--- src/rgms_pkg.sv ---
// Shared types, widths and helper functions for the rigid gradient moment sum block.
// No dependencies; every other file refers to it by scoped names.
package rgms_pkg;

   localparam int MAX_DIM   = 256;
   localparam int GRAD_W    = 16;
   localparam int FRAC_W    = 4;
   localparam int SIZE_W    = 9;
   localparam int CENTER_W  = 12;
   localparam int ACC_W     = 56;
   localparam int POS_W     = $clog2(MAX_DIM);
   localparam int OFF_W     = POS_W + FRAC_W + 2;
   localparam int PROD_W    = OFF_W + GRAD_W;
   localparam int CSR_IDX_W = 3;
   localparam int CSR_DAT_W = CENTER_W;

   localparam logic [SIZE_W-1:0] SIZE_RESET = SIZE_W'(MAX_DIM);

   typedef enum logic [CSR_IDX_W-1:0] {
      CSR_SIZE_X   = 3'd0,
      CSR_SIZE_Y   = 3'd1,
      CSR_SIZE_Z   = 3'd2,
      CSR_CENTER_X = 3'd3,
      CSR_CENTER_Y = 3'd4,
      CSR_CENTER_Z = 3'd5
   } csr_index_type;

   typedef struct packed {
      logic signed [GRAD_W-1:0] grad_x;
      logic signed [GRAD_W-1:0] grad_y;
      logic signed [GRAD_W-1:0] grad_z;
   } req_type;

   typedef struct packed {
      logic signed [ACC_W-1:0] sum_gx;
      logic signed [ACC_W-1:0] sum_gy;
      logic signed [ACC_W-1:0] sum_gz;
      logic signed [ACC_W-1:0] moment_a;
      logic signed [ACC_W-1:0] moment_b;
      logic signed [ACC_W-1:0] moment_c;
   } rsp_type;

   typedef struct packed {
      req_type                 grad;
      logic signed [OFF_W-1:0] dx;
      logic signed [OFF_W-1:0] dy;
      logic signed [OFF_W-1:0] dz;
      logic                    last;
   } off_type;

   typedef struct packed {
      req_type                  grad;
      logic signed [PROD_W-1:0] dz_gy;
      logic signed [PROD_W-1:0] dy_gz;
      logic signed [PROD_W-1:0] dz_gx;
      logic signed [PROD_W-1:0] dx_gz;
      logic signed [PROD_W-1:0] dy_gx;
      logic signed [PROD_W-1:0] dx_gy;
      logic                     last;
   } prod_type;

   function automatic logic [POS_W-1:0] last_index(input logic [SIZE_W-1:0] size);
      logic [SIZE_W-1:0] eff;
      if (size == '0) begin
         eff = SIZE_W'(1);
      end else if (size > SIZE_W'(MAX_DIM)) begin
         eff = SIZE_W'(MAX_DIM);
      end else begin
         eff = size;
      end
      return POS_W'(eff - SIZE_W'(1));
   endfunction

   function automatic logic signed [OFF_W-1:0] offset(input logic [POS_W-1:0] pos,
                                                     input logic [CENTER_W-1:0] center);
      return $signed({{(OFF_W-POS_W-FRAC_W){1'b0}}, pos, {FRAC_W{1'b0}}})
           - $signed({{(OFF_W-CENTER_W){1'b0}}, center});
   endfunction

   function automatic logic signed [PROD_W-1:0] mul_off_grad(
      input logic signed [OFF_W-1:0]  d,
      input logic signed [GRAD_W-1:0] g);
      logic signed [PROD_W-1:0] dw;
      logic signed [PROD_W-1:0] gw;
      dw = {{(PROD_W-OFF_W){d[OFF_W-1]}}, d};
      gw = {{(PROD_W-GRAD_W){g[GRAD_W-1]}}, g};
      return dw * gw;
   endfunction

   function automatic logic signed [ACC_W-1:0] ext_grad(input logic signed [GRAD_W-1:0] g);
      return {{(ACC_W-GRAD_W){g[GRAD_W-1]}}, g};
   endfunction

   function automatic logic signed [ACC_W-1:0] ext_prod(input logic signed [PROD_W-1:0] p);
      return {{(ACC_W-PROD_W){p[PROD_W-1]}}, p};
   endfunction

endpackage

--- src/rgms_mul.sv ---
// Product stage: six offset-by-gradient products, registered.
// Depends on rgms_pkg.
module rgms_mul (
   input  logic                clock,
   input  logic                reset,
   input  logic                adv,
   input  logic                s1_valid,
   input  rgms_pkg::off_type   s1_data,
   output logic                s2_valid,
   output rgms_pkg::prod_type  s2_data
);

   logic                s2_valid_ff;
   rgms_pkg::prod_type  s2_data_ff, s2_data_in;

   always_comb begin
      s2_data_in.grad  = s1_data.grad;
      s2_data_in.dz_gy = rgms_pkg::mul_off_grad(s1_data.dz, s1_data.grad.grad_y);
      s2_data_in.dy_gz = rgms_pkg::mul_off_grad(s1_data.dy, s1_data.grad.grad_z);
      s2_data_in.dz_gx = rgms_pkg::mul_off_grad(s1_data.dz, s1_data.grad.grad_x);
      s2_data_in.dx_gz = rgms_pkg::mul_off_grad(s1_data.dx, s1_data.grad.grad_z);
      s2_data_in.dy_gx = rgms_pkg::mul_off_grad(s1_data.dy, s1_data.grad.grad_x);
      s2_data_in.dx_gy = rgms_pkg::mul_off_grad(s1_data.dx, s1_data.grad.grad_y);
      s2_data_in.last  = s1_data.last;
   end

   always_ff @(posedge clock) begin
      if (reset) begin
         s2_valid_ff <= 1'b0;
      end else if (adv) begin
         s2_valid_ff <= s1_valid;
      end
   end

   always_ff @(posedge clock) begin
      if (adv && s1_valid) begin
         s2_data_ff <= s2_data_in;
      end
   end

   assign s2_valid = s2_valid_ff;
   assign s2_data  = s2_data_ff;

endmodule

--- config.mk ---
export PLATFORM = sky130hd
export DESIGN_NAME = rgms_mul
export DESIGN_NICKNAME = d
export VERILOG_FILES = /design/src/rgms_pkg.sv /design/src/rgms_mul.sv
export SDC_FILE = /design/constraint.sdc
export NUM_CORES = 2
export LEC_CHECK = 0
export BUFFER_PORTS_ARGS = -buffer_cell sky130_fd_sc_hd__buf_2
export CAP_MARGIN = 20
export CELL_PAD_IN_SITES_DETAIL_PLACEMENT = 1
export CELL_PAD_IN_SITES_GLOBAL_PLACEMENT = 1
export CORE_MARGIN = 2
export CORE_UTILIZATION = 55
export DETAILED_ROUTE_END_ITERATION = 12
export HOLD_SLACK_MARGIN = 0.03
export PLACE_DENSITY = 0.95
export SLEW_MARGIN = 20
export SYNTH_ARGS = -nofsm -noshare
export SYNTH_HDL_FRONTEND = slang
export SYNTH_SLANG_ARGS = --single-unit
--- constraint.sdc ---
create_clock -name clock -period 16.5 [get_ports clock]
set_clock_uncertainty 0.2 [all_clocks]
set_input_delay 4.125 -clock clock [delete_from_list [all_inputs] [get_ports clock]]
set_output_delay 4.125 -clock clock [all_outputs]
set_load 0.05 [all_outputs]
==> results.yml <==
cells_and_area:
  fillers: 11641
  final_common_cell: "inv_1"
  drive_gt1_share_pct: 6.95
  finish.utilization_pct: 59.0
  final_nets: 7871
  seq_area_um2: 6900
  areaGrowthSynthToFinish_pct: 6.20
  multiInputGateArea_um2: 44100
  stdcell_count: 7450
  final_cell_mix: "1512 x inv_1, 1314 x fa_1, 706 x and2_1"
synth:
  synth.yosys.seq_area_share_pct: 12.0
  ys.flop_type: "edfxtp_1"
  synthCells: 5930
  synth.avg_cell_area_um2: 9.72
  synth.distinct_cells: 69
  synth_edf_count: 229
  synth_fp_nets: 7765
  syn_area_um2: 57600
  ys_seq_elements: 230
  async_flop_share_pct: 0
  yosysWarnings: 0
floorplanning:
  die_h_um: 328
  die-area_um2: 107000
  rows: 118
  floorplan.initialDensity_pct: 55.5
  core_area_um2: 104000
  io_pins: 325
  die_x_um: 328
clock_network:
  cts_root_buf: "clkbuf_16"
  numCtsBuffers: 30
  tritoncts: "yes"
  ctsResizeCount: 0
  clk_latency_ps: 640
  cts_setup_buffers: 0
  cts_sinks: 230
  postCtsHoldBufs: 0
  clk_pin_slew_worst_paths_ps: 70
  htree_levels: 1
  cts_max_path_buffers: 3
timing:
  min_period_over_period_pct: 64.6
  maxSlewViolCount: 0
  hold_violations: 0
  timing.hold.ws_ps: 287
  slew_headroom_pct: 34.9
  fmax_ghz: 0.0938
  worstMarginPinSlew_ps: 977
  setup_tns_ps: 0
  setup_viol: 0
  rsz0062_at_grt: "no"
  finalCriticalPeriod_ps: 10660
routing:
  vias: 42973
  routed_wirelength_um: 185000
  avgRoutedWirePerCell_um: 24.9
  drc: 0
  drtIter0Drc: 2494
  viasPerCell: 5.77
  first_pass_iters: 5
  final_antenna_net_count: 0
grt:
  grt_pass1_wl_um: 294000
  grt_pass1_vias: 53252
  grt.total_usage_pct: 35.7
  antenna_found_initial: 9
  grt_max_degree: 67
  overflow: 0
critical_path:
  worstPathRequired_ps: 16700
  startpoint_type: "input port"
  crit_fanout: 32
  crit_arrival_ps: 10860
  crit_path_end_kind: "flip-flop"
  path_class: "input port to flip-flop"
hold_path:
  hold_path.class: "flip-flop to flip-flop"
placement:
  place.gp.congestion: 0.870
  hpwl_um: 144000
  io_buffers: 324
  dp_cells: 7383
status:
  outcome: "complete, no violations"
run:
  cap_violations: 0
-- worst max-delay path, cell delays in order --
cell,delay (ps)
buf_2,580
nand2_1,290
fa_1,590
fa_1,830
inv_1,160
fa_1,510
fa_1,470
fa_1,540
inv_1,70
fa_1,530
inv_1,60
ha_1,320
a21oi_1,220
nor2b_1,80
o21ai_0,260
nand2b_1,110
o21ai_0,290
o211ai_1,210
a31o_2,280
a21oi_1,180
xnor2_1,100
-- per-layer routing --
| metal | GRT usage (%) | vias up | part of all wire (%) |
|---|---|---|---|
| met5 | 0 | - | 0 |
| met4 | 24.3 | 0 | 7.4 |
| met1 | 37.1 | 22380 | 33 |
| li1 | - | 17589 | - |
| met3 | 5.86 | 965 | 5.8 |
| met2 | 65.9 | 2039 | 54 |
-- worst paths after layout --
path / startpoint / end / slack, ps / depth (start not counted)
worst max-delay path: s1_data[3] / s2_data[180] / 5840 / 21
worst min-delay path: s2_valid / s2_valid / 290 / 2
worst max register to register: s2_valid / s2_valid / 15720 / 2
worst min register to register: s2_valid / s2_valid / 290 / 2
-- state kept, by name, summed over array words and instances (netlist names) --
signal,cells
s2_data,229
s2_valid,1
-- cell usage after synthesis, drive strengths merged, types with 8 or more instances --
cell	instances	area (µm²)
a21o	70	526
fa	1314	26300
a211oi	13	103
and3	26	168
o21ai	73	380
o21a	14	105
buf	8	30.0
ha	426	5330
edfxtp	229	6880
a21oi	110	562
xor2	40	350
inv	1512	5680
nor2b	14	87.6
clkbuf	257	965
nand3	22	110
nand2b	43	269
nor3	30	150
nand2	591	2220
o21bai	23	173
nand4	8	50.1
nor2	151	567
and2	707	4420
xnor2	155	1360
-- cell type report --
cell class,count,area share [%]
multi-input cells,3923,72.0
diodes,10,0.0409
repair buffers,339,2.87
inverters,1512,9.27
flip-flops and latches,230,11.3
clock buffers,32,1.24
clock inverters,24,0.493
well taps,1380,2.82
-- cells by family (layout without fill, tap and decap cells) --
family	after synthesis	count (layout)	share of synthesized area, %
AOI/OAI and AO/OA	363	363	4.22
xor gates and xnor gates	195	195	2.96
adders and majority gates	1740	1740	54.9
buffers and inverters	1777	1907	11.6
DFF	230	230	12.0
muxes	5	5	0.0890
other	0	10	0
and+or+nand+nor	1620	1620	14.3
-- metrics by stage --
step                      worst slack (ps)  area, µm²
after floorplan                       6220      57600
after global placement                5670      60100
after detailed placement              5210      60100
after CTS                             5900      61200
after global routing                  5370      61200
final                                 5840      61200
Power is left out: the tool's default activity adds up to more than one toggle a clock period on the data nets, which glitch-free logic cannot reach.
