===== config.mk =====
export PLATFORM = sky130hd
export DESIGN_NAME = rgms_acc
export DESIGN_NICKNAME = d
export VERILOG_FILES = /design/src/rgms_pkg.sv /design/src/rgms_acc.sv
export SDC_FILE = /design/constraint.sdc
export NUM_CORES = 2
export LEC_CHECK = 0
export ABC_AREA = 1
export BUFFER_PORTS_ARGS = -buffer_cell sky130_fd_sc_hd__buf_2
export CORE_MARGIN = 2
export CORE_UTILIZATION = 60
export DETAILED_ROUTE_END_ITERATION = 10
export GPL_ROUTABILITY_DRIVEN = 0
export PLACE_DENSITY = 0.81
export SYNTH_ARGS = -nofsm -noshare
export SYNTH_HDL_FRONTEND = slang
export SYNTH_SLANG_ARGS = --single-unit

===== constraint.sdc =====
create_clock -name clock -period 28.5 [get_ports clock]
set_input_delay 5.7 -clock clock [delete_from_list [all_inputs] [get_ports clock]]
set_output_delay 5.7 -clock clock [all_outputs]
set_load 0.1 [all_outputs]

===== src/rgms_pkg.sv =====
// Shared types, widths and helper functions for the rigid gradient moment sum block.
// No dependencies; every other file refers to it by scoped names.
package rgms_pkg;

   localparam int MAX_DIM   = 256;
   localparam int GRAD_W    = 16;
   localparam int FRAC_W    = 4;
   localparam int SIZE_W    = 9;
   localparam int CENTER_W  = 12;
   localparam int ACC_W     = 56;
   localparam int POS_W     = $clog2(MAX_DIM);
   localparam int OFF_W     = POS_W + FRAC_W + 2;
   localparam int PROD_W    = OFF_W + GRAD_W;
   localparam int CSR_IDX_W = 3;
   localparam int CSR_DAT_W = CENTER_W;

   localparam logic [SIZE_W-1:0] SIZE_RESET = SIZE_W'(MAX_DIM);

   typedef enum logic [CSR_IDX_W-1:0] {
      CSR_SIZE_X   = 3'd0,
      CSR_SIZE_Y   = 3'd1,
      CSR_SIZE_Z   = 3'd2,
      CSR_CENTER_X = 3'd3,
      CSR_CENTER_Y = 3'd4,
      CSR_CENTER_Z = 3'd5
   } csr_index_type;

   typedef struct packed {
      logic signed [GRAD_W-1:0] grad_x;
      logic signed [GRAD_W-1:0] grad_y;
      logic signed [GRAD_W-1:0] grad_z;
   } req_type;

   typedef struct packed {
      logic signed [ACC_W-1:0] sum_gx;
      logic signed [ACC_W-1:0] sum_gy;
      logic signed [ACC_W-1:0] sum_gz;
      logic signed [ACC_W-1:0] moment_a;
      logic signed [ACC_W-1:0] moment_b;
      logic signed [ACC_W-1:0] moment_c;
   } rsp_type;

   typedef struct packed {
      req_type                 grad;
      logic signed [OFF_W-1:0] dx;
      logic signed [OFF_W-1:0] dy;
      logic signed [OFF_W-1:0] dz;
      logic                    last;
   } off_type;

   typedef struct packed {
      req_type                  grad;
      logic signed [PROD_W-1:0] dz_gy;
      logic signed [PROD_W-1:0] dy_gz;
      logic signed [PROD_W-1:0] dz_gx;
      logic signed [PROD_W-1:0] dx_gz;
      logic signed [PROD_W-1:0] dy_gx;
      logic signed [PROD_W-1:0] dx_gy;
      logic                     last;
   } prod_type;

   function automatic logic [POS_W-1:0] last_index(input logic [SIZE_W-1:0] size);
      logic [SIZE_W-1:0] eff;
      if (size == '0) begin
         eff = SIZE_W'(1);
      end else if (size > SIZE_W'(MAX_DIM)) begin
         eff = SIZE_W'(MAX_DIM);
      end else begin
         eff = size;
      end
      return POS_W'(eff - SIZE_W'(1));
   endfunction

   function automatic logic signed [OFF_W-1:0] offset(input logic [POS_W-1:0] pos,
                                                     input logic [CENTER_W-1:0] center);
      return $signed({{(OFF_W-POS_W-FRAC_W){1'b0}}, pos, {FRAC_W{1'b0}}})
           - $signed({{(OFF_W-CENTER_W){1'b0}}, center});
   endfunction

   function automatic logic signed [PROD_W-1:0] mul_off_grad(
      input logic signed [OFF_W-1:0]  d,
      input logic signed [GRAD_W-1:0] g);
      logic signed [PROD_W-1:0] dw;
      logic signed [PROD_W-1:0] gw;
      dw = {{(PROD_W-OFF_W){d[OFF_W-1]}}, d};
      gw = {{(PROD_W-GRAD_W){g[GRAD_W-1]}}, g};
      return dw * gw;
   endfunction

   function automatic logic signed [ACC_W-1:0] ext_grad(input logic signed [GRAD_W-1:0] g);
      return {{(ACC_W-GRAD_W){g[GRAD_W-1]}}, g};
   endfunction

   function automatic logic signed [ACC_W-1:0] ext_prod(input logic signed [PROD_W-1:0] p);
      return {{(ACC_W-PROD_W){p[PROD_W-1]}}, p};
   endfunction

endpackage


===== src/rgms_acc.sv =====
// Accumulator stage and result register; generates the pipeline advance.
// Depends on rgms_pkg.
module rgms_acc (
   input  logic                clock,
   input  logic                reset,
   input  logic                s2_valid,
   input  rgms_pkg::prod_type  s2_data,
   output logic                adv,
   output logic                rsp_valid,
   input  logic                rsp_stall,
   output rgms_pkg::rsp_type   rsp_data
);

   rgms_pkg::rsp_type  acc_ff, acc_in;
   rgms_pkg::rsp_type  rsp_data_ff;
   logic               rsp_valid_ff;
   logic               step;

   // hold everything only when a finished volume meets a blocked result register
   assign adv  = !(rsp_valid_ff && rsp_stall && s2_valid && s2_data.last);
   assign step = adv & s2_valid;

   always_comb begin
      acc_in.sum_gx   = acc_ff.sum_gx + rgms_pkg::ext_grad(s2_data.grad.grad_x);
      acc_in.sum_gy   = acc_ff.sum_gy + rgms_pkg::ext_grad(s2_data.grad.grad_y);
      acc_in.sum_gz   = acc_ff.sum_gz + rgms_pkg::ext_grad(s2_data.grad.grad_z);
      acc_in.moment_a = acc_ff.moment_a + rgms_pkg::ext_prod(s2_data.dy_gz)
                      - rgms_pkg::ext_prod(s2_data.dz_gy);
      acc_in.moment_b = acc_ff.moment_b + rgms_pkg::ext_prod(s2_data.dx_gz)
                      - rgms_pkg::ext_prod(s2_data.dz_gx);
      acc_in.moment_c = acc_ff.moment_c + rgms_pkg::ext_prod(s2_data.dx_gy)
                      - rgms_pkg::ext_prod(s2_data.dy_gx);
   end

   always_ff @(posedge clock) begin
      if (reset) begin
         acc_ff <= '0;
      end else if (step) begin
         acc_ff <= s2_data.last ? '0 : acc_in;
      end
   end

   always_ff @(posedge clock) begin
      if (reset) begin
         rsp_valid_ff <= 1'b0;
      end else if (step && s2_data.last) begin
         rsp_valid_ff <= 1'b1;
      end else if (!rsp_stall) begin
         rsp_valid_ff <= 1'b0;
      end
   end

   always_ff @(posedge clock) begin
      if (step && s2_data.last) begin
         rsp_data_ff <= acc_in;
      end
   end

   assign rsp_valid = rsp_valid_ff;
   assign rsp_data  = rsp_data_ff;

endmodule


==> qor.csv <==
stage,metric,value,unit
global_routing,vias in the first global route,54715,
global_routing,Congestion Overflow GR,0,
power,PwrDens,64.34,nW/um2
run_status,status,"finished, final reports clean",
yosys,Adder-Cell Fraction of Synth Area,12.97,%
yosys,Synth area leaders,"nand2_1 23%, edfxtp_1 17%, inv_1 15%, dfxtp_1 12%, ha_1 7.2%",
power,worst vdd ir,0.05569,mV
sta,Setup Skew,0.02928,ns
finish,area of the multi-input gates,32240,um2
clock_tree,"Clk Latency, worst-skew pair",0.67,ns
finish,area delta synth->final,11.40,%
job,max_cap viols,0,
detailed_routing,DR WL/cell,15.60,um
clock_tree,postcts setup bufs,0,
yosys,Ys Warns,0,
setup_path,R2R cell count,7,
die,chip width,315.8,um
detailed_routing,Remaining DRCs,0,
detailed_routing,starting DRC count in detailed routing,5426,
finish,Finished Core Util,67.30,%
yosys,Syn Inst Count,9294,
yosys,commonest cells in the netlist,"3519 x nand2_1, 2341 x inv_1, 580 x nor2_1, 514 x a21oi_1, 481 x nand3_1",
yosys,Post-synth EDFFs,336,
clock_tree,Clock Sinks,673,
placement,pre-CTS WS,16.34,ns
global_routing,pin count of the biggest net entering global routing,195,
finish,Fillers,8613,
detailed_routing,antenna-violating nets left,0,
placement,PortBufs,570,
sta,RSZ-0062 raised after global routing,false,
yosys,Synth Register Bits,673,
setup_path,"Max FO, Critical Path",3,
sta,Final Critical Period,12.16,ns
clock_tree,CTS tree,done,
yosys,multiplexer share of the synthesized area,0,%
clock_tree,CTS Root Cell,clkbuf_16,
die,IO Count,571,
detailed_routing,DR vias/cell,5.176,
hold_path,Worst Hold Depth,2,
yosys,register area share after synthesis,28.86,%
yosys,complex-gate fraction of the synthesized area,4.800,%
yosys,Simple-Gate Fraction of Synth Area,34.39,%
yosys,asr flop ratio synth,0,%
die,chip height,315.8,um
detailed_routing,drt pass-1 iters,9,
finish,FF/Latch Area,16840,um2
clock_tree,H-tree Lvls,3,
finish,share of cells above drive strength 1,8.339,%
yosys,main combinational cell family by area after synthesis,simple AND/OR/NAND/NOR gates,
setup_path,max incr delay on CP,0.46,ns
sta,fmax,82.23,MHz
sta,Final setup viols,0,
sta,setup TNS,0,ns
die,die area,99740,um2
sta,Slew headroom,22.32,%
yosys,most numerous cell in the Yosys netlist,nand2_1,
yosys,syn_nets,10031,
clock_tree,clock buffer depth,3,
sta,"Slew Viols, Final",0,
setup_path,CP Capture Type,output pin,
detailed_routing,Detailed Route WL,174.4,mm
clock_tree,CTS Buf Count,77,
die,initial core utilization,60.41,%
clock_tree,post_cts resized,0,
clock_tree,clock-pin slew on the worst setup and hold paths,0.05,ns
sta,Worst Max-Slew Pin Slew,1.165,ns
global_routing,first-pass GRT wire length,274.5,mm
setup_path,Slowest cell on crit path,buf_2,
setup_path,CP Data Required Time,22.80,ns
setup_path,crit start category,input port,
yosys,Yosys cell types,31,
yosys,prevailing post-synth register cell,dfxtp_1,
yosys,Synth top area share,22.64,%
die,Core Rows,114,
detailed_routing,vias post-DR,57876,
power,LEAKAGE,35.97,nW
finish,nets,10581,
yosys,syn avg cell area,6.277,um2
placement,post-detail-place hpwl,137.3,mm
global_routing,initial antenna violation count,5,
sta,Setup WS post-layout,16.34,ns
sta,fin crit share,42.67,%
setup_path,worst path arrival time,6.46,ns
hold_path,worst min path class,flip-flop to flip-flop,
setup_path,critical path class,input port to output pin,
setup_path,cell repeated most along the worst path,buf_2,
setup_path,"Critical Path, Cell by Cell",buf_2 -> nand4_1 -> buf_2,
die,Core Footprint,96570,um2
clock_tree,cts hold-fix bufs,0,
sta,Final Hold Fails,0,
yosys,XOR/XNOR Fraction of Synth Area,3.078,%
yosys,cell taking the most area after synthesis,nand2_1,
yosys,synthesized area,58340,um2
global_routing,GR Util All Layers,34.56,%
-- final cells by class --
cell class	instances	area share [%]
Timing Repair Buffer	582	4.582
Tap cell	1276	2.457
Inverter	2353	13.60
Sequential cell	673	25.91
Multi-Input combinational cell	6157	49.61
Antenna cell	1	0.003851
Clock inverter	44	0.6007
Clock buffer	96	3.234
-- state kept, by name (all words and copies together) (netlist names) --
| name | flops |
|---|---|
| acc_ff | 336 |
| rsp_data | 336 |
| rsp_valid | 1 |
-- stage by stage --
step | instance area, um2 | power [mW] | instances | hold WS, ns
final | 64990 | 4.181 | 11182 | 0.4634
after global routing | 64990 | 4.421 | 11181 | 0.4804
after CTS | 64990 | 4.164 | 11181 | 0.4651
after detailed placement | 62490 | 3.160 | 11041 | 0.4559
after global placement | 62490 | 3.125 | 11041 | 0.4515
after floorplan | 58340 | 2.692 | 9294 | 0.4445
-- metal layers --
metal / up-vias / share of wire, % / track usage (%) / wire, um
li1: 28692 / - / - / -
met1: 25984 / 39 / 43.13 / 68590
met2: 2610 / 45 / 56.18 / 77820
met3: 584 / 10 / 6.953 / 17580
met4: 6 / 6.0 / 19.05 / 10420
met5: - / 0.019 / 0 / 33
-- path summary, 6_finish.rpt --
path | start | to | slack, ns
worst min-delay path | acc_ff[123] | acc_ff[123] | 0.46
worst max-delay path | s2_data[0] | adv | 16.34
worst max register to register | rsp_valid | acc_ff[43] | 24.55
worst min register to register | acc_ff[123] | acc_ff[123] | 0.46
-- power by group --
group | leakage (nW) | internal, mW | switching [mW]
combinational | 28.9 | 0.499 | 1.47
clock | 1.20 | 0.558 | 0.436
sequential | 5.89 | 1.17 | 0.0470
-- cells in the final DEF, fill, tap and decap left out, types with 4 or more instances in the layout --
cell,netlist,routed
xor2_2,14,14
a21o_1,8,8
fa_1,168,168
clkinv_2,0,11
a21oi_1,514,514
clkbuf_16,0,79
a21boi_0,6,6
nand2_1,3519,3518
clkinv_4,0,4
ha_1,336,336
xor2_1,169,169
nand3b_1,13,13
nor3_1,32,32
o21ai_0,5,5
clkbuf_1,69,10
inv_6,0,8
nor2_2,23,23
nand3_2,8,8
nand4_1,61,61
nor3_4,7,7
xnor2_1,10,10
clkbuf_8,0,6
inv_2,12,15
nor3_2,11,11
clkinvlp_4,0,12
inv_1,2341,2337
buf_4,0,10
and2_1,138,138
nand2_2,23,23
dfxtp_1,337,337
buf_2,21,569
nor4_1,5,5
nor2_4,13,14
edfxtp_1,336,336
nand3_1,481,481
o21bai_1,13,13
nor2_1,580,579
-- kinds of logic (layout without fill, tap and decap cells) --
logic type / Yosys count / count (layout)
buffers and inverters: 2464 / 3075
DFF: 673 / 673
xor gates and xnor gates: 193 / 193
adders and majority gates: 504 / 504
AOI/OAI and AO/OA: 546 / 546
and+or+nand+nor: 4914 / 4914
other: 0 / 1
-- critical path, delay by kind of cell --
family	cells	cell delay [ns]
buffers and inverters	2	0.58
AND/OR/NAND/NOR	1	0.17
Power figures use the tool's default switching activity.
