## config.mk

```make
export PLATFORM = sky130hd
export DESIGN_NAME = rgms_ctl
export DESIGN_NICKNAME = d
export VERILOG_FILES = /design/src/rgms_pkg.sv /design/src/rgms_ctl.sv
export SDC_FILE = /design/constraint.sdc
export NUM_CORES = 1
export LEC_CHECK = 0
export ABC_AREA = 0
export BUFFER_PORTS_ARGS = -buffer_cell sky130_fd_sc_hd__buf_4
export CAP_MARGIN = 20
export CORE_ASPECT_RATIO = 1.4
export CORE_MARGIN = 5
export CORE_UTILIZATION = 35
export CTS_BUF_LIST = sky130_fd_sc_hd__clkbuf_4
export DETAILED_ROUTE_END_ITERATION = 8
export GPL_ROUTABILITY_DRIVEN = 0
export HOLD_SLACK_MARGIN = 0.15
export MAX_ROUTING_LAYER = met4
export RECOVER_POWER = 100
export SLEW_MARGIN = 20
export SYNTH_ARGS = -nofsm -noshare
export SYNTH_HDL_FRONTEND = slang
export SYNTH_SLANG_ARGS = --single-unit
```

## constraint.sdc

```tcl
create_clock -name clock -period 3.3 [get_ports clock]
set_input_delay 0.165 -clock clock [delete_from_list [all_inputs] [get_ports clock]]
set_output_delay 0.165 -clock clock [all_outputs]
set_load 0.02 [all_outputs]
```

## src/rgms_pkg.sv

```systemverilog
// Shared types, widths and helper functions for the rigid gradient moment sum block.
// No dependencies; every other file refers to it by scoped names.
package rgms_pkg;

   localparam int MAX_DIM   = 256;
   localparam int GRAD_W    = 16;
   localparam int FRAC_W    = 4;
   localparam int SIZE_W    = 9;
   localparam int CENTER_W  = 12;
   localparam int ACC_W     = 56;
   localparam int POS_W     = $clog2(MAX_DIM);
   localparam int OFF_W     = POS_W + FRAC_W + 2;
   localparam int PROD_W    = OFF_W + GRAD_W;
   localparam int CSR_IDX_W = 3;
   localparam int CSR_DAT_W = CENTER_W;

   localparam logic [SIZE_W-1:0] SIZE_RESET = SIZE_W'(MAX_DIM);

   typedef enum logic [CSR_IDX_W-1:0] {
      CSR_SIZE_X   = 3'd0,
      CSR_SIZE_Y   = 3'd1,
      CSR_SIZE_Z   = 3'd2,
      CSR_CENTER_X = 3'd3,
      CSR_CENTER_Y = 3'd4,
      CSR_CENTER_Z = 3'd5
   } csr_index_type;

   typedef struct packed {
      logic signed [GRAD_W-1:0] grad_x;
      logic signed [GRAD_W-1:0] grad_y;
      logic signed [GRAD_W-1:0] grad_z;
   } req_type;

   typedef struct packed {
      logic signed [ACC_W-1:0] sum_gx;
      logic signed [ACC_W-1:0] sum_gy;
      logic signed [ACC_W-1:0] sum_gz;
      logic signed [ACC_W-1:0] moment_a;
      logic signed [ACC_W-1:0] moment_b;
      logic signed [ACC_W-1:0] moment_c;
   } rsp_type;

   typedef struct packed {
      req_type                 grad;
      logic signed [OFF_W-1:0] dx;
      logic signed [OFF_W-1:0] dy;
      logic signed [OFF_W-1:0] dz;
      logic                    last;
   } off_type;

   typedef struct packed {
      req_type                  grad;
      logic signed [PROD_W-1:0] dz_gy;
      logic signed [PROD_W-1:0] dy_gz;
      logic signed [PROD_W-1:0] dz_gx;
      logic signed [PROD_W-1:0] dx_gz;
      logic signed [PROD_W-1:0] dy_gx;
      logic signed [PROD_W-1:0] dx_gy;
      logic                     last;
   } prod_type;

   function automatic logic [POS_W-1:0] last_index(input logic [SIZE_W-1:0] size);
      logic [SIZE_W-1:0] eff;
      if (size == '0) begin
         eff = SIZE_W'(1);
      end else if (size > SIZE_W'(MAX_DIM)) begin
         eff = SIZE_W'(MAX_DIM);
      end else begin
         eff = size;
      end
      return POS_W'(eff - SIZE_W'(1));
   endfunction

   function automatic logic signed [OFF_W-1:0] offset(input logic [POS_W-1:0] pos,
                                                     input logic [CENTER_W-1:0] center);
      return $signed({{(OFF_W-POS_W-FRAC_W){1'b0}}, pos, {FRAC_W{1'b0}}})
           - $signed({{(OFF_W-CENTER_W){1'b0}}, center});
   endfunction

   function automatic logic signed [PROD_W-1:0] mul_off_grad(
      input logic signed [OFF_W-1:0]  d,
      input logic signed [GRAD_W-1:0] g);
      logic signed [PROD_W-1:0] dw;
      logic signed [PROD_W-1:0] gw;
      dw = {{(PROD_W-OFF_W){d[OFF_W-1]}}, d};
      gw = {{(PROD_W-GRAD_W){g[GRAD_W-1]}}, g};
      return dw * gw;
   endfunction

   function automatic logic signed [ACC_W-1:0] ext_grad(input logic signed [GRAD_W-1:0] g);
      return {{(ACC_W-GRAD_W){g[GRAD_W-1]}}, g};
   endfunction

   function automatic logic signed [ACC_W-1:0] ext_prod(input logic signed [PROD_W-1:0] p);
      return {{(ACC_W-PROD_W){p[PROD_W-1]}}, p};
   endfunction

endpackage

```

## src/rgms_ctl.sv

```systemverilog
// Configuration registers, voxel position counters and offset stage.
// Depends on rgms_pkg.
module rgms_ctl (
   input  logic                               clock,
   input  logic                               reset,
   input  logic                               csr_valid,
   input  logic [rgms_pkg::CSR_IDX_W-1:0]     csr_index,
   input  logic [rgms_pkg::CSR_DAT_W-1:0]     csr_data,
   input  logic                               req_valid,
   input  rgms_pkg::req_type                  req_data,
   input  logic                               adv,
   output logic                               s1_valid,
   output rgms_pkg::off_type                  s1_data
);

   logic [rgms_pkg::SIZE_W-1:0]   size_x_ff, size_y_ff, size_z_ff;
   logic [rgms_pkg::CENTER_W-1:0] center_x_ff, center_y_ff, center_z_ff;
   logic [rgms_pkg::POS_W-1:0]    pos_x_ff, pos_y_ff, pos_z_ff;
   logic [rgms_pkg::POS_W-1:0]    pos_x_in, pos_y_in, pos_z_in;
   logic                          last_in;
   logic                          s1_valid_ff;
   rgms_pkg::off_type             s1_data_ff, s1_data_in;
   logic                          accept;

   assign accept = req_valid & adv;

   always_ff @(posedge clock) begin
      if (reset) begin
         size_x_ff   <= rgms_pkg::SIZE_RESET;
         size_y_ff   <= rgms_pkg::SIZE_RESET;
         size_z_ff   <= rgms_pkg::SIZE_RESET;
         center_x_ff <= '0;
         center_y_ff <= '0;
         center_z_ff <= '0;
      end else if (csr_valid) begin
         unique case (csr_index)
            rgms_pkg::CSR_SIZE_X:   size_x_ff   <= csr_data[rgms_pkg::SIZE_W-1:0];
            rgms_pkg::CSR_SIZE_Y:   size_y_ff   <= csr_data[rgms_pkg::SIZE_W-1:0];
            rgms_pkg::CSR_SIZE_Z:   size_z_ff   <= csr_data[rgms_pkg::SIZE_W-1:0];
            rgms_pkg::CSR_CENTER_X: center_x_ff <= csr_data;
            rgms_pkg::CSR_CENTER_Y: center_y_ff <= csr_data;
            rgms_pkg::CSR_CENTER_Z: center_z_ff <= csr_data;
            default: ;
         endcase
      end
   end

   always_comb begin
      pos_x_in = pos_x_ff;
      pos_y_in = pos_y_ff;
      pos_z_in = pos_z_ff;
      last_in  = 1'b0;
      if (pos_x_ff >= rgms_pkg::last_index(size_x_ff)) begin
         pos_x_in = '0;
         if (pos_y_ff >= rgms_pkg::last_index(size_y_ff)) begin
            pos_y_in = '0;
            if (pos_z_ff >= rgms_pkg::last_index(size_z_ff)) begin
               pos_z_in = '0;
               last_in  = 1'b1;
            end else begin
               pos_z_in = pos_z_ff + {{(rgms_pkg::POS_W-1){1'b0}}, 1'b1};
            end
         end else begin
            pos_y_in = pos_y_ff + {{(rgms_pkg::POS_W-1){1'b0}}, 1'b1};
         end
      end else begin
         pos_x_in = pos_x_ff + {{(rgms_pkg::POS_W-1){1'b0}}, 1'b1};
      end
   end

   always_comb begin
      s1_data_in.grad = req_data;
      s1_data_in.dx   = rgms_pkg::offset(pos_x_ff, center_x_ff);
      s1_data_in.dy   = rgms_pkg::offset(pos_y_ff, center_y_ff);
      s1_data_in.dz   = rgms_pkg::offset(pos_z_ff, center_z_ff);
      s1_data_in.last = last_in;
   end

   always_ff @(posedge clock) begin
      if (reset) begin
         pos_x_ff    <= '0;
         pos_y_ff    <= '0;
         pos_z_ff    <= '0;
         s1_valid_ff <= 1'b0;
      end else if (adv) begin
         s1_valid_ff <= accept;
         if (accept) begin
            pos_x_ff <= pos_x_in;
            pos_y_ff <= pos_y_in;
            pos_z_ff <= pos_z_in;
         end
      end
   end

   always_ff @(posedge clock) begin
      if (accept) begin
         s1_data_ff <= s1_data_in;
      end
   end

   assign s1_valid = s1_valid_ff;
   assign s1_data  = s1_data_ff;

endmodule

```

==> results.ini <==
[placement]
placed_cell_area_um2 = 9900
hpwl_um = 14900
port_buffers = 159

[sta]
max_freq_ghz = 0.314
finalHoldViolations = 0
slew_headroom = 0.0772
post-route-period-util = 0.964
setup_viol = 0
period_needed_ns = 3.18
drv_slew = 0
worstMarginPinSlew_ns = 1.38
clock_skew_ns = 0.0284

[layout]
final_net_count = 1193
fillers = 2395
finalInstanceArea_um2 = 10500
fin_util = 0.451
syn2layout_area_growth_pct = 26.9
drive_gt1_frac = 0.130

[cts]
cts_buffers = 17
clock_latency_ns = 0.58
cts_tree = done
cts.sinks = 176
cts.path.max_buffers = 2
cts_root_buf = clkbuf_4
clk_pin_slew_ns = 0.15
cts.htree.levels = 4

[setup_path]
critPathCaptureType = flop
cp_slowest_stage_delay_ns = 0.39
path_class = reg -> reg
start_kind = flop
slowest_stage = or3_4
worstPathCellList = or3_4 > nor4_2 > o21bai_1 > ha_2 > nor3b_1 > o31a_1 > ha_1 > and3_4 > nand3_2 > nor3_4 > o21ba_4 > o21ai_0 > a32o_1
crit_arrival_ns = 3.67
critPathRequiredTime_ns = 3.79
cp_max_fo = 5

[detailed_routing]
ant_nets = 0
drc = 0
dr.first_iter.drc_count = 331
wirelength_um = 20900
vias = 6662
wl_per_cell_um = 15.0
first_pass_iters = 4
drt-vias-per-instance = 4.80

[die]
start_util = 0.355
die_h_um = 192
io_pins = 160
dieArea_um2 = 26900
fp-row-count = 66
die_w_um = 140
core_um2 = 23300

[logic_synthesis]
ys_types = 57
ys_seq_area_frac = 0.532
synth_most_common_cell = nand2_1
synthCells = 825
yosysWarnings = 0
synth.cell_area_um2 = 8280
synth_area_leader_cell = edfxtp_1
ys_seq_elements = 176
avgSynthCellArea_um2 = 10.0
synth_edf_count = 88
syn-num-nets = 950
synthTopCellsByArea = edfxtp_1, dfxtp_1, ha_1
synthTopCellsByCount = nand2_1, dfxtp_1, edfxtp_1
synth_ff_type = edfxtp_1
synthArstFlopShare = 0
synth_top_area_share = 0.319

[pwr]
internal_power_uw = 3030
ir_drop_mv = 0.175
pwr-share-seq = 0.584
leakage_uw = 0.00401
p_comb_frac = 0.147
power.clock.fraction = 0.270
cellPowerDensity_nw_per_um2 = 399
netSwitchingFraction = 0.275
netSwitchingPower_uw = 1150

[global_route]
grt_max_degree = 71
track_usage = 0.157
antenna_found_initial = 1
grt_pass1_vias = 6284
grt_pass1_wl_um = 32500
grt_overflow_total = 0

[hold_path]
holdCritPathClass = in -> reg

[job]
drv_cap = 0

[run_status]
status = finished, final reports clean

## kinds of logic after synthesis
| group | after synthesis | share of synthesized area |
|---|---|---|
| adders and majority gates | 57 | 0.0862 |
| DFF | 176 | 0.532 |
| xor gates and xnor gates | 47 | 0.0497 |
| buffers and inverters | 64 | 0.0307 |
| and+or+nand+nor | 307 | 0.168 |
| AOI/OAI and AO/OA | 173 | 0.132 |
| muxes | 1 | 0.00136 |
## routing by layer
layer / up-vias / GRT usage / part of all wire
met1: 3105 / 0.177 / 0.42
met4: 0 / 0.0638 / 0.026
li1: 3390 / - / -
met5: - / - / 0
met3: 38 / 0.0311 / 0.036
met2: 129 / 0.273 / 0.52
## layout by cell type (no fill, tap or decap), types with 20 or more instances in the layout
cell	instances
buf_4	32
clkbuf_1	96
dlygate4sd3_1	67
clkbuf_4	67
xnor2_1	29
o21ai_0	23
dfxtp_1	88
a21oi_1	85
nor3_1	20
inv_1	41
edfxtp_1	88
nor2_1	55
ha_1	55
nand2_1	156
## metrics by stage
step / cells / total power, uW / worst slack [ns] / hold WS (ns) / setup TNS, ns
floorplan: 825 / 2840 / 0.0490 / 0.264 / 0
global placement: 1287 / 3100 / 0.109 / 0.343 / 0
detailed placement: 1287 / 3110 / 0.0729 / 0.344 / 0
CTS: 1386 / 4320 / 0.0359 / 0.163 / 0
global route: 1388 / 4410 / -0.0707 / 0.185 / -0.728
finish: 1388 / 4180 / 0.118 / 0.226 / 0
## critical path: cells and delay by family, from the launching register on
| family | cells | cell delay, ns |
|---|---|---|
| AOI/OAI and AO/OA | 5 | 0.94 |
| and+or+nand+nor | 6 | 1.32 |
| DFF | 1 | 0.34 |
| adders and majority gates | 2 | 0.50 |
## sequential cells by signal, summed over array words and instances, names as in the netlist, 8 cells and up
signal and flops:
size_x_ff 9, s1_data 88, size_z_ff 9, size_y_ff 9
center_x_ff 12, pos_y_ff 8, pos_x_ff 8, pos_z_ff 8
center_z_ff 12, center_y_ff 12
## power by group through the flow
stage	sequential (uW)	combinational, uW	clock [uW]
6_report	2440	613	1130
5_1_grt	2450	674	1280
4_1_cts	2440	683	1190
3_5_place_dp	2490	617	0
3_3_place_gp	2490	614	0
2_1_floorplan	2580	260	0
## final cells by class
class / count / area (um^2) / area share
clock inverters: 15 / 116 / 0.0111
well taps: 306 / 383 / 0.0365
flip-flops and latches: 176 / 4400 / 0.420
clock buffers: 17 / 128 / 0.0122
diodes: 1 / 2.50 / 0.000238
multi-input cells: 585 / 3650 / 0.347
repair buffers: 246 / 1660 / 0.158
inverters: 42 / 159 / 0.0151
## worst paths after layout
check	startpoint	to	slack (ns)	depth (start not counted)
setup / recovery	size_x_ff[3]$_SDFFE_PP0P_	pos_z_ff[5]$_SDFFE_PP0P_	0.12	13
hold / removal	csr_valid	center_y_ff[8]$_SDFFE_PP0P_	0.23	4
setup reg to reg	size_x_ff[3]$_SDFFE_PP0P_	pos_z_ff[5]$_SDFFE_PP0P_	0.12	13
hold reg to reg	center_y_ff[11]$_SDFFE_PP0P_	center_y_ff[11]$_SDFFE_PP0P_	0.47	2
## repair_timing
item,CTS,global route
setup endpoints to repair,0,24
hold endpoints to repair,116,0
hold buffers,67,0
gates resized for setup,0,13
buffers inserted,0,1
Power figures use the tool's default switching activity.
